**src/hdl/gstk_pkg.sv**
```systemverilog
package gstk_pkg;

    localparam int TOP_COUNT_DEF = 3;

    localparam int CMD_W   = 2;
    localparam int VALUE_W = 16;
    localparam int RANK_W  = 5;
    localparam int TOTAL_W = 32;
    localparam int GROUP_W = 16;
    localparam int SUM_W   = 36;

    typedef enum logic [CMD_W-1:0] {
        CMD_ADD    = 2'd0,
        CMD_CLOSE  = 2'd1,
        CMD_REPORT = 2'd2
    } cmd_t;

    typedef enum logic {
        KIND_CLOSE = 1'b0,
        KIND_ENTRY = 1'b1
    } kind_t;

    typedef enum logic [2:0] {
        ST_IDLE,
        ST_SCAN,
        ST_INSERT,
        ST_TRIM,
        ST_EMIT,
        ST_REPORT
    } state_t;

    typedef struct packed {
        logic [CMD_W-1:0]   cmd;
        logic [VALUE_W-1:0] value;
    } sample_t;

    typedef struct packed {
        logic               kind;
        logic [RANK_W-1:0]  rank;
        logic [TOTAL_W-1:0] total;
        logic [GROUP_W-1:0] group_number;
        logic [SUM_W-1:0]   top_sum;
        logic               last;
    } result_t;

endpackage

```
**src/hdl/gstk_stream_if.sv**
```systemverilog
interface gstk_stream_if #(
    parameter type payload_t = logic
);
    logic     valid;
    logic     ready;
    payload_t payload;

    modport source (output valid, output payload, input ready);
    modport sink (input valid, input payload, output ready);
endinterface

```
**src/hdl/grouped_sum_top_k_tracker.sv**
```systemverilog
// Grouped-sum top-K tracker. Each request on the sample channel carries a
// command and a 16-bit value: add folds the value into the saturating group
// total; close offers the group total to a list of the TOP_COUNT largest
// totals (ties keep the older entry) and returns one result with its rank
// (TOP_COUNT if it did not enter), its group number and the sum of the listed
// totals; report returns the TOP_COUNT entries largest first, last set on the
// final one. A single 32-bit comparator walks the list one entry per cycle and
// a single 36-bit adder updates the list sum with an add then a subtract. A
// close scans, then on a hit inserts and trims before it emits its result; a
// report emits one entry at a time; both wait while the result channel stalls.
// The sample channel is ready only while the sequencer is idle; one finished
// result may wait in the output register while the next request is taken.
module grouped_sum_top_k_tracker
    import gstk_pkg::*;
#(
    parameter int TOP_COUNT = TOP_COUNT_DEF
) (
    input  logic                 clk,
    input  logic                 rst_n,
    gstk_stream_if.sink          sample,
    gstk_stream_if.source        result
);

    localparam int IDX_W = (TOP_COUNT > 1) ? $clog2(TOP_COUNT) : 1;
    localparam logic [IDX_W-1:0]  IDX_LAST  = IDX_W'(TOP_COUNT - 1);
    localparam logic [RANK_W-1:0] RANK_NONE = RANK_W'(TOP_COUNT);

    state_t               state_reg, state_next;
    logic [TOTAL_W-1:0]   running_total_reg, running_total_next;
    logic [GROUP_W-1:0]   group_counter_reg, group_counter_next;
    logic [TOTAL_W-1:0]   best_totals_reg [TOP_COUNT];
    logic [TOTAL_W-1:0]   best_totals_next [TOP_COUNT];
    logic [GROUP_W-1:0]   best_groups_reg [TOP_COUNT];
    logic [GROUP_W-1:0]   best_groups_next [TOP_COUNT];
    logic [SUM_W-1:0]     sum_reg, sum_next;
    logic [TOTAL_W-1:0]   cur_total_reg, cur_total_next;
    logic [GROUP_W-1:0]   cur_group_reg, cur_group_next;
    logic [TOTAL_W-1:0]   dropped_reg, dropped_next;
    logic [IDX_W-1:0]     idx_reg, idx_next;
    logic [RANK_W-1:0]    rank_reg, rank_next;
    result_t              result_reg, result_next;
    logic                 result_valid_reg, result_valid_next;

    logic                 accept;
    logic                 slot_free;
    logic                 hit;
    logic [TOTAL_W:0]     add_wide;
    logic [SUM_W-1:0]     sum_operand;
    logic                 sum_carry_in;

    assign sample.ready   = (state_reg == ST_IDLE);
    assign accept         = sample.valid && sample.ready;
    assign slot_free      = !result_valid_reg || result.ready;
    assign result.valid   = result_valid_reg;
    assign result.payload = result_reg;

    // The shared compare: current total against the entry under the scan index.
    assign hit = cur_total_reg > best_totals_reg[idx_reg];

    assign add_wide = {1'b0, running_total_reg} + {{(TOTAL_W-VALUE_W+1){1'b0}},
                                                   sample.payload.value};

    // Shared list-sum adder: add the new total, then subtract the dropped one.
    always_comb
    begin
        if (state_reg == ST_TRIM)
        begin
            sum_operand  = ~{{(SUM_W-TOTAL_W){1'b0}}, dropped_reg};
            sum_carry_in = 1'b1;
        end
        else
        begin
            sum_operand  = {{(SUM_W-TOTAL_W){1'b0}}, cur_total_reg};
            sum_carry_in = 1'b0;
        end
    end

    // Next state
    always_comb
    begin
        state_next = state_reg;
        unique case (state_reg)
            ST_IDLE:
            begin
                if (accept)
                begin
                    case (sample.payload.cmd)
                        CMD_CLOSE:  state_next = ST_SCAN;
                        CMD_REPORT: state_next = ST_REPORT;
                        default:    state_next = ST_IDLE;
                    endcase
                end
            end
            ST_SCAN:
            begin
                if (hit)
                    state_next = ST_INSERT;
                else if (idx_reg == IDX_LAST)
                    state_next = ST_EMIT;
            end
            ST_INSERT: state_next = ST_TRIM;
            ST_TRIM:   state_next = ST_EMIT;
            ST_EMIT:
            begin
                if (slot_free)
                    state_next = ST_IDLE;
            end
            ST_REPORT:
            begin
                if (slot_free && idx_reg == IDX_LAST)
                    state_next = ST_IDLE;
            end
            default: state_next = ST_IDLE;
        endcase
    end

    // Datapath
    always_comb
    begin
        running_total_next = running_total_reg;
        group_counter_next = group_counter_reg;
        best_totals_next   = best_totals_reg;
        best_groups_next   = best_groups_reg;
        sum_next           = sum_reg;
        cur_total_next     = cur_total_reg;
        cur_group_next     = cur_group_reg;
        dropped_next       = dropped_reg;
        idx_next           = idx_reg;
        rank_next          = rank_reg;
        result_next        = result_reg;
        result_valid_next  = result_valid_reg && !result.ready;

        unique case (state_reg)
            ST_IDLE:
            begin
                if (accept)
                begin
                    idx_next = '0;
                    case (sample.payload.cmd)
                        CMD_ADD:
                        begin
                            running_total_next = add_wide[TOTAL_W] ? '1
                                                 : add_wide[TOTAL_W-1:0];
                        end
                        CMD_CLOSE:
                        begin
                            cur_total_next     = running_total_reg;
                            cur_group_next     = group_counter_reg;
                            rank_next          = RANK_NONE;
                            running_total_next = '0;
                            if (group_counter_reg != '1)
                                group_counter_next = group_counter_reg + GROUP_W'(1);
                        end
                        default: ;
                    endcase
                end
            end
            ST_SCAN:
            begin
                if (hit)
                    rank_next = RANK_W'(idx_reg);
                else if (idx_reg != IDX_LAST)
                    idx_next = idx_reg + IDX_W'(1);
            end
            ST_INSERT:
            begin
                dropped_next = best_totals_reg[TOP_COUNT-1];
                for (int i = 0; i < TOP_COUNT; i++)
                begin
                    if (RANK_W'(i) == rank_reg)
                    begin
                        best_totals_next[i] = cur_total_reg;
                        best_groups_next[i] = cur_group_reg;
                    end
                    else if (i > 0 && RANK_W'(i) > rank_reg)
                    begin
                        best_totals_next[i] = best_totals_reg[(i > 0) ? i-1 : 0];
                        best_groups_next[i] = best_groups_reg[(i > 0) ? i-1 : 0];
                    end
                end
                sum_next = sum_reg + sum_operand + SUM_W'(sum_carry_in);
            end
            ST_TRIM:
            begin
                sum_next = sum_reg + sum_operand + SUM_W'(sum_carry_in);
            end
            ST_EMIT:
            begin
                if (slot_free)
                begin
                    result_valid_next        = 1'b1;
                    result_next.kind         = KIND_CLOSE;
                    result_next.rank         = rank_reg;
                    result_next.total        = cur_total_reg;
                    result_next.group_number = cur_group_reg;
                    result_next.top_sum      = sum_reg;
                    result_next.last         = 1'b1;
                end
            end
            ST_REPORT:
            begin
                if (slot_free)
                begin
                    result_valid_next        = 1'b1;
                    result_next.kind         = KIND_ENTRY;
                    result_next.rank         = RANK_W'(idx_reg);
                    result_next.total        = best_totals_reg[idx_reg];
                    result_next.group_number = best_groups_reg[idx_reg];
                    result_next.top_sum      = sum_reg;
                    result_next.last         = (idx_reg == IDX_LAST);
                    if (idx_reg != IDX_LAST)
                        idx_next = idx_reg + IDX_W'(1);
                end
            end
            default: ;
        endcase
    end

    always_ff @(posedge clk or negedge rst_n)
    begin
        if (!rst_n)
        begin
            state_reg         <= ST_IDLE;
            running_total_reg <= '0;
            group_counter_reg <= '0;
            sum_reg           <= '0;
            idx_reg           <= '0;
            rank_reg          <= '0;
            result_valid_reg  <= 1'b0;
            for (int i = 0; i < TOP_COUNT; i++)
            begin
                best_totals_reg[i] <= '0;
                best_groups_reg[i] <= '0;
            end
        end
        else
        begin
            state_reg         <= state_next;
            running_total_reg <= running_total_next;
            group_counter_reg <= group_counter_next;
            sum_reg           <= sum_next;
            idx_reg           <= idx_next;
            rank_reg          <= rank_next;
            result_valid_reg  <= result_valid_next;
            best_totals_reg   <= best_totals_next;
            best_groups_reg   <= best_groups_next;
        end
    end

    always_ff @(posedge clk)
    begin
        cur_total_reg <= cur_total_next;
        cur_group_reg <= cur_group_next;
        dropped_reg   <= dropped_next;
        result_reg    <= result_next;
    end

    // The list stays sorted, largest first.
    a_list_sorted: assert property (@(posedge clk) disable iff (!rst_n)
        state_reg == ST_IDLE |-> best_totals_reg[0] >= best_totals_reg[TOP_COUNT-1])
        else $error("top list out of order");

    // The list sum covers at least the largest entry once the trim is done.
    a_sum_covers_head: assert property (@(posedge clk) disable iff (!rst_n)
        state_reg == ST_IDLE |-> sum_reg >= {{(SUM_W-TOTAL_W){1'b0}}, best_totals_reg[0]})
        else $error("list sum below largest entry");

    // Insertion only follows a hit, so the rank names a real slot.
    a_insert_rank: assert property (@(posedge clk) disable iff (!rst_n)
        state_reg == ST_INSERT |-> rank_reg < RANK_NONE && $past(state_reg) == ST_SCAN)
        else $error("insert without valid rank");

    // A close result reports a rank that matches its entry in the list.
    a_close_entry: assert property (@(posedge clk) disable iff (!rst_n)
        state_reg == ST_EMIT && slot_free && rank_reg < RANK_NONE
        |-> best_totals_reg[rank_reg[IDX_W-1:0]] == cur_total_reg)
        else $error("closed total missing from its slot");

endmodule

```
**src/flat_wrapper.sv**
```systemverilog
// flat-port wrapper written by rule: the top's interface ports become plain ports
module grouped_sum_top_k_tracker_flat import gstk_pkg::*;
#(
    parameter int TOP_COUNT = TOP_COUNT_DEF
)
  (clk, rst_n, sample_valid, sample_payload, sample_ready, result_valid, result_payload, result_ready);
  gstk_stream_if #(.payload_t(sample_t)) sample_i ();
  gstk_stream_if #(.payload_t(result_t)) result_i ();
  input  logic clk;
  input  logic rst_n;
  input wire logic [$bits(sample_i.valid)-1:0] sample_valid;
  input wire logic [$bits(sample_i.payload)-1:0] sample_payload;
  output wire logic [$bits(sample_i.ready)-1:0] sample_ready;
  output wire logic [$bits(result_i.valid)-1:0] result_valid;
  output wire logic [$bits(result_i.payload)-1:0] result_payload;
  input wire logic [$bits(result_i.ready)-1:0] result_ready;
  assign sample_i.valid = sample_valid;
  assign sample_i.payload = sample_payload;
  assign sample_ready = sample_i.ready;
  assign result_valid = result_i.valid;
  assign result_payload = result_i.payload;
  assign result_i.ready = result_ready;
  grouped_sum_top_k_tracker #(.TOP_COUNT(TOP_COUNT)) u_core (.clk(clk), .rst_n(rst_n), .sample(sample_i), .result(result_i));
endmodule
```
**config.mk**
```make
export PLATFORM = sky130hd
export DESIGN_NAME = grouped_sum_top_k_tracker_flat
export DESIGN_NICKNAME = d
export VERILOG_FILES = /design/src/hdl/gstk_pkg.sv /design/src/hdl/gstk_stream_if.sv /design/src/hdl/grouped_sum_top_k_tracker.sv /design/src/flat_wrapper.sv
export SDC_FILE = /design/constraint.sdc
export NUM_CORES = 1
export LEC_CHECK = 0
export BUFFER_PORTS_ARGS = -buffer_cell sky130_fd_sc_hd__buf_2
export CAP_MARGIN = 5
export CORE_UTILIZATION = 25
export CTS_BUF_LIST = sky130_fd_sc_hd__clkbuf_8
export CTS_CLUSTER_SIZE = 40
export DETAILED_ROUTE_END_ITERATION = 7
export HOLD_SLACK_MARGIN = 0.05
export PLACE_DENSITY = 0.51
export SYNTH_ARGS = -nofsm -noshare
export SYNTH_HDL_FRONTEND = slang
export SYNTH_SLANG_ARGS = --single-unit
export TNS_END_PERCENT = 10
```
**constraint.sdc**
```tcl
create_clock -name clk -period 8.5 [get_ports clk]
set_clock_uncertainty 0.2 [all_clocks]
set_input_delay 1.275 -clock clk [delete_from_list [all_inputs] [get_ports clk]]
set_output_delay 1.275 -clock clk [all_outputs]
set_load 0.02 [all_outputs]
```
* Word-level counts from Yosys, hierarchy flattened
Index checks and enable logic that the tools add are counted. Widths: inputs -> output; s select.
Operators by class: bitwise gates (word level) 2, order comparisons 4, reduce and logical (&&, ||, !) cells 27, mux-type cells 39, equality and inequality tests 20, add/subtract/negate cells 5
Operator list (number):
- $mux 32 | 7
- $mux 91 | 2
- $pmux 91 s2 | 1
- $mux 16 | 6
- $bmux 32 s2 | 1
- $pmux 32 s2 | 1
- $add 36x1->36 | 1
- $add 36x36->36 | 1
- $mux 36 | 1
- $not 32->36 | 1
- $add 32x16->33 | 1
- $bmux 16 s2 | 1
- $gt 32x32->1 | 1
- $pmux 3 s6 | 1
- $add 16x1->16 const B | 1
- $ne 16x16->1 const B | 1
- $reduce_and 4->1 | 4
- $mux 3 | 5
- $mux 5 | 3
- $pmux 5 s2 | 1
- $reduce_bool 2->1 | 5
- $reduce_and 3->1 | 3
- $mux 2 | 4
- $ne 2x1->1 const B | 4
- other kinds (26) | 40
Word-level totals: word-level logic and storage cells 119, input bits 22, output and inout bits 93, register bits 410

* Depth between registers and ports, before layout
depth in word-level cells 7, mapped depth 19, depth with buffers taken out 15

* Least setup slack after synthesis
No wires, ideal clock.
kind input -> register, start point input result_ready, end point register u_core.result_reg (netlist bit u_core.result.payload[0]), enable pin, path slack -0.233 ns, stages 2, path buffers 0, required time 7.639 ns, setup time 0.661 ns, data arrival time 7.872 ns, cell sequence nand2b_1 -> nor3b_1
On the way: word-level cells in the longest chain between the ends 3, elaborated cells between the ends (all ways) 4, classes of those cells eq/ne: 2; reduce/logical: 2
Ends and longest elaborated chain:
- from (decl) | line flat_wrapper.sv:16 | input wire logic [$bits(result_i.ready)-1:0] result_ready;
- $logic_or 1x1->1 * | line grouped_sum_top_k_tracker.sv:53 | assign slot_free = !result_valid_reg || result.ready;
- $ne 2x1->1 (no source line)
- $reduce_and 3->1 (no source line) *
- to (signal assigned) | line grouped_sum_top_k_tracker.sv:255 | result_reg <= result_next;
- to (decl) | line grouped_sum_top_k_tracker.sv:41 | result_t result_reg, result_next;
Mark *: on every way between the ends. The rest lies on a longest branch, timed or not. A chain may end at the register's enable or synchronous reset.

* Worst setup path after layout
start point register u_core.state_reg[1], end point register u_core.sum_reg[21]
On the way: word-level cells in the longest chain between the ends 4, elaborated cells between the ends (all ways) 7, classes of those cells add/sub: 2; eq/ne: 2; mux: 2; reduce/logical: 1
Ends and longest elaborated chain:
- from (decl) | line grouped_sum_top_k_tracker.sv:28 | state_t state_reg, state_next;
- from (signal assigned) | line grouped_sum_top_k_tracker.sv:238 | state_reg <= state_next;
- $eq 3x2->1 | line grouped_sum_top_k_tracker.sv:66, grouped_sum_top_k_tracker.sv:133
- $mux 36 | line grouped_sum_top_k_tracker.sv:66 | if (state_reg == ST_TRIM)
- $add 36x36->36 | line grouped_sum_top_k_tracker.sv:181, grouped_sum_top_k_tracker.sv:185
- $add 36x1->36 | line grouped_sum_top_k_tracker.sv:181, grouped_sum_top_k_tracker.sv:185
- to (signal assigned) | line grouped_sum_top_k_tracker.sv:241 | sum_reg <= sum_next;
- to (decl) | line grouped_sum_top_k_tracker.sv:35 | logic [SUM_W-1:0] sum_reg, sum_next;
Parallel ways exist; a longest one is shown, timed or not.

==> impl_metrics.py <==
metrics = {
    "clock_network": {
        "cts-resized-gates": 0,
        "cts_post_setup_buffers_inserted": 0,
        "insertion_delay_of_the_later_clocked_pin_in_the_worst_skew_pair_ns": 0.66,
        "clock_sinks": 404,
        "cts_max_path_buffers": 3,
        "tritoncts": "built",
        "cts_root_buf": "clkbuf_8",
        "htreeDepth": 3,
        "cts-buffers-inserted": 71,
        "clk_transition_reported_paths_ns": 0.06,
        "holdBufCountCts": 0,
    },
    "yosys": {
        "number_of_warnings_printed_during_yosys_synthesis": 0,
        "yosys.area.top_type": "dfrtp_1",
        "netlist.area_leader.share_pct": 29.04,
        "post_synth_inst_count": 1901,
        "avgSynthCellArea_sq_um": 10.70,
        "postSynthRegisterBits": 404,
        "share_of_flip_flops_with_an_asynchronous_set_or_reset_pct": 58.42,
        "leading_post_synthesis_cells_by_cell_area": "dfrtp_1 (29%), edfxtp_1 (25%), mux2i_1 (7.2%), o21ai_0 (5.6%), ha_1 (5.4%)",
        "synth-main-ff-cell": "dfrtp_1",
        "ys_types": 72,
        "synthesis.area_sq_um": 20330,
        "synth.yosys.seq_area_share_pct": 53.85,
        "synth_enable_flop_cells": 168,
    },
    "worst_setup_path": {
        "worst_ep_required_time_ns": 8.79,
        "timing.critical_path.arrival_ns": 5.48,
        "criticalPathCategory": "reg -> reg",
        "worst-path-max-fanout": 63,
        "endpoint_kind": "flip-flop",
        "startpoint": "u_core.state_reg[1]",
        "cp-start-kind": "flip-flop",
        "critical_path.endpoint": "u_core.sum_reg[21]",
        "ff_to_ff_start": "u_core.state_reg[1]",
        "reg2reg_slack_ns": 3.31,
        "reg2reg_to": "u_core.sum_reg[21]",
        "timing.reg2reg.worst_path_depth": 14,
    },
    "routing": {
        "postRouteWirelength_um": 55220,
        "first_pass_iteration_count_of_the_detailed_router": 5,
        "detail-route-antenna-nets": 0,
        "drc": 0,
        "drt_iter0_markers": 1044,
        "wl_per_cell_um": 17.70,
        "avgViaCountPerCell": 4.698,
        "number_of_vias_after_detailed_routing": 14660,
    },
    "grt": {
        "grt_first_pass_wirelength_um": 86080,
        "grt_antenna_before_repair": 10,
        "grt.total_usage_pct": 13.41,
        "met3_usage_pct": 3.087,
        "gr-usage-met2_pct": 21.36,
        "gr-usage-met1_pct": 17.45,
        "global_route.overflow_total": 0,
        "grt_max_degree": 97,
        "global_route.peak_usage_layer": "met2",
        "first_global_vias": 14890,
    },
    "die": {
        "fp-row-count": 104,
        "core_area_sq_um": 80550,
        "floorplan.die_area_sq_um": 82480,
        "floorplan.die.height_um": 287.2,
        "die-width_um": 287.2,
        "top_level_ports": 115,
        "floorplan.initialDensity_pct": 25.25,
    },
    "layout": {
        "area_grow_syn2layout_pct": 15.53,
        "largest_register_ffs": 96,
        "proportion_of_layout_cells_with_a_drive_suffix_above_1_pct": 15.07,
        "num-nets-final": 2110,
    },
    "job": {
        "max_cap_violations": 0,
    },
    "sta": {
        "finalCriticalPeriod_ns": 5.188,
        "totalNegativeSetupSlack_ns": 0,
        "slew_violations": 0,
        "slew-limit-headroom_pct": 29.52,
        "holdWs_ns": 0.2718,
        "final-setup-viol-count": 0,
        "min_period_over_period_pct": 61.04,
        "timing_worst_slew_pin_value_ns": 1.053,
        "maxClockFrequency_mhz": 192.7,
        "setup_repair_after_global_routing_missed_its_margin": "no",
        "timing_hold_violations_final": 0,
        "setup_ws_ns": 3.312,
    },
    "place": {
        "place_worst_setup_slack_ns": 3.316,
        "hpwlAfterDp_um": 37000,
        "io_port_bufs": 111,
        "gp_congestion": 0.8408,
    },
    "power": {
        "totalPowerFinal_w": 0.008915,
        "power.ir.vdd_worst_mv": 0.1701,
        "power-per-cell-area_nw_per_um2": 379.5,
        "power.leakage_nw": 10.28,
    },
    "worst_hold_path": {
        "min-delay-start": "u_core.best_totals_reg[2]",
        "hold_class": "reg -> reg",
    },
    "outcome": {
        "status": "complete, no violations",
    },
}
cells in the mapped netlist, drive strengths merged (3+ instances only):
| cell | instances |
|---|---|
| nand3b | 9 |
| and4 | 3 |
| o31ai | 7 |
| fa | 3 |
| nand3 | 23 |
| xnor2 | 33 |
| edfxtp | 168 |
| a211o | 4 |
| a22o | 5 |
| o211ai | 4 |
| nor3 | 11 |
| nor3b | 4 |
| xor2 | 20 |
| o21ai | 233 |
| dfrtp | 236 |
| mux2i | 146 |
| nor4 | 5 |
| inv | 28 |
| buf | 19 |
| nor2b | 9 |
| a41oi | 4 |
| and3 | 11 |
| nand2 | 243 |
| o21bai | 5 |
| o311ai | 4 |
| o31a | 4 |
| mux2 | 50 |
| nor2 | 129 |
| clkbuf | 91 |
| ha | 87 |
| or3 | 5 |
| o21a | 11 |
| a21oi | 154 |
| nand4 | 22 |
| a31oi | 18 |
| a21o | 43 |
| and2 | 4 |
| a2111oi | 3 |
| nand2b | 15 |
metrics by stage:
| stage | std cells | cell area (sq um) | utilization [%] |
|---|---|---|---|
| 2_1_floorplan | 1903 | 20350 | - |
| 3_3_place_gp | 2985 | 22030 | 27.35 |
| 3_5_place_dp | 2985 | 22030 | 27.35 |
| 4_1_cts | 3117 | 23490 | 29.16 |
| 5_1_grt | 3118 | 23490 | 29.16 |
| 6_report | 3120 | 23490 | 29.17 |
critical path, cell delays in order (launching register included):
cell and delay [ns]:
dfrtp_1 0.60, nor2b_1 0.80, nand2_2 0.23, buf_4 0.38, nand2_1 0.13, o21ai_0 0.11, ha_1 0.38, a2111oi_0 0.58
a21oi_1 0.24, a31oi_1 0.34, o31a_1 0.24, o21ai_0 0.20, a221oi_1 0.36, xor2_1 0.17, o21ai_0 0.09
cells by family (layout without fill, tap and decap cells):
logic type	count (synthesis)	count (layout)	share of synthesized area, %
compound gates	519	519	14.73
simple gates	500	500	10.88
flops	404	404	53.85
mux	196	196	9.956
buf+inv	138	292	2.634
fa+ha+maj	90	90	5.649
xor+xnor	53	53	2.283
other cells	1	6	0.01844
layout make-up:
| type | instances | area (sq um) |
|---|---|---|
| Fill cell | 8260 | 57050 |
| Antenna cell | 3 | 7.507 |
| Clock buffer | 78 | 1074 |
| Tap cell | 1060 | 1326 |
| Sequential cell | 404 | 10950 |
| Clock inverter | 54 | 382.9 |
| Timing Repair Buffer | 132 | 723.2 |
| Inverter | 28 | 105.1 |
| Multi-Input combinational cell | 1361 | 8922 |
power by group:
| group | switching [W] | total [W] | internal, W |
|---|---|---|---|
| clock network | 0.000846 | 0.00183 | 0.000985 |
| logic | 0.00227 | 0.00376 | 0.00149 |
| registers | 0.000524 | 0.00333 | 0.00281 |
| total | 0.00364 | 0.00892 | 0.00528 |
per-layer routing:
layer / up-vias / share of wire [%]
li1: 7088 / -
met1: 7094 / 46
met2: 364 / 45
met3: 100 / 6.0
met4: 12 / 2.8
met5: - / 0.13
worst min-delay path by stage:
stage                                   endpoint  slack, ns  cells past startpoint
after floorplan               u_core.sum_reg[35]       0.24                      1
after global placement    u_core.dropped_reg[19]       0.26                      0
after detailed placement  u_core.dropped_reg[23]       0.26                      0
after CTS                 u_core.dropped_reg[13]       0.28                      0
after global routing      u_core.dropped_reg[23]       0.30                      0
final                      u_core.dropped_reg[2]       0.27                      0
layout by cell type (no fill, tap or decap), types with 4 or more instances in the layout:
cell type and n:
a211o_1 4, a31oi_1 18, o31ai_1 7, o21ai_0 226, bufinv_16 4, buf_4 21
nand2b_1 13, and3_1 11, a22o_1 5, nor2b_1 9, mux2_2 50, edfxtp_1 168
nand3b_1 9, or3_1 5, clkinv_1 8, dfrtp_1 235, clkbuf_8 78, xor2_1 20
clkinv_2 13, nor2_1 126, o21bai_1 5, and2_1 4, nand3_1 23, nand4_1 22
xnor2_1 33, ha_1 87, a21o_1 43, nand2_1 240, buf_2 110, mux2i_1 146
nor3_1 10, o21a_1 11, a21oi_1 152, o21ai_1 5, inv_1 49, o31a_1 4
o311ai_0 4, o211ai_1 4
(Power assumes the default switching activity.)
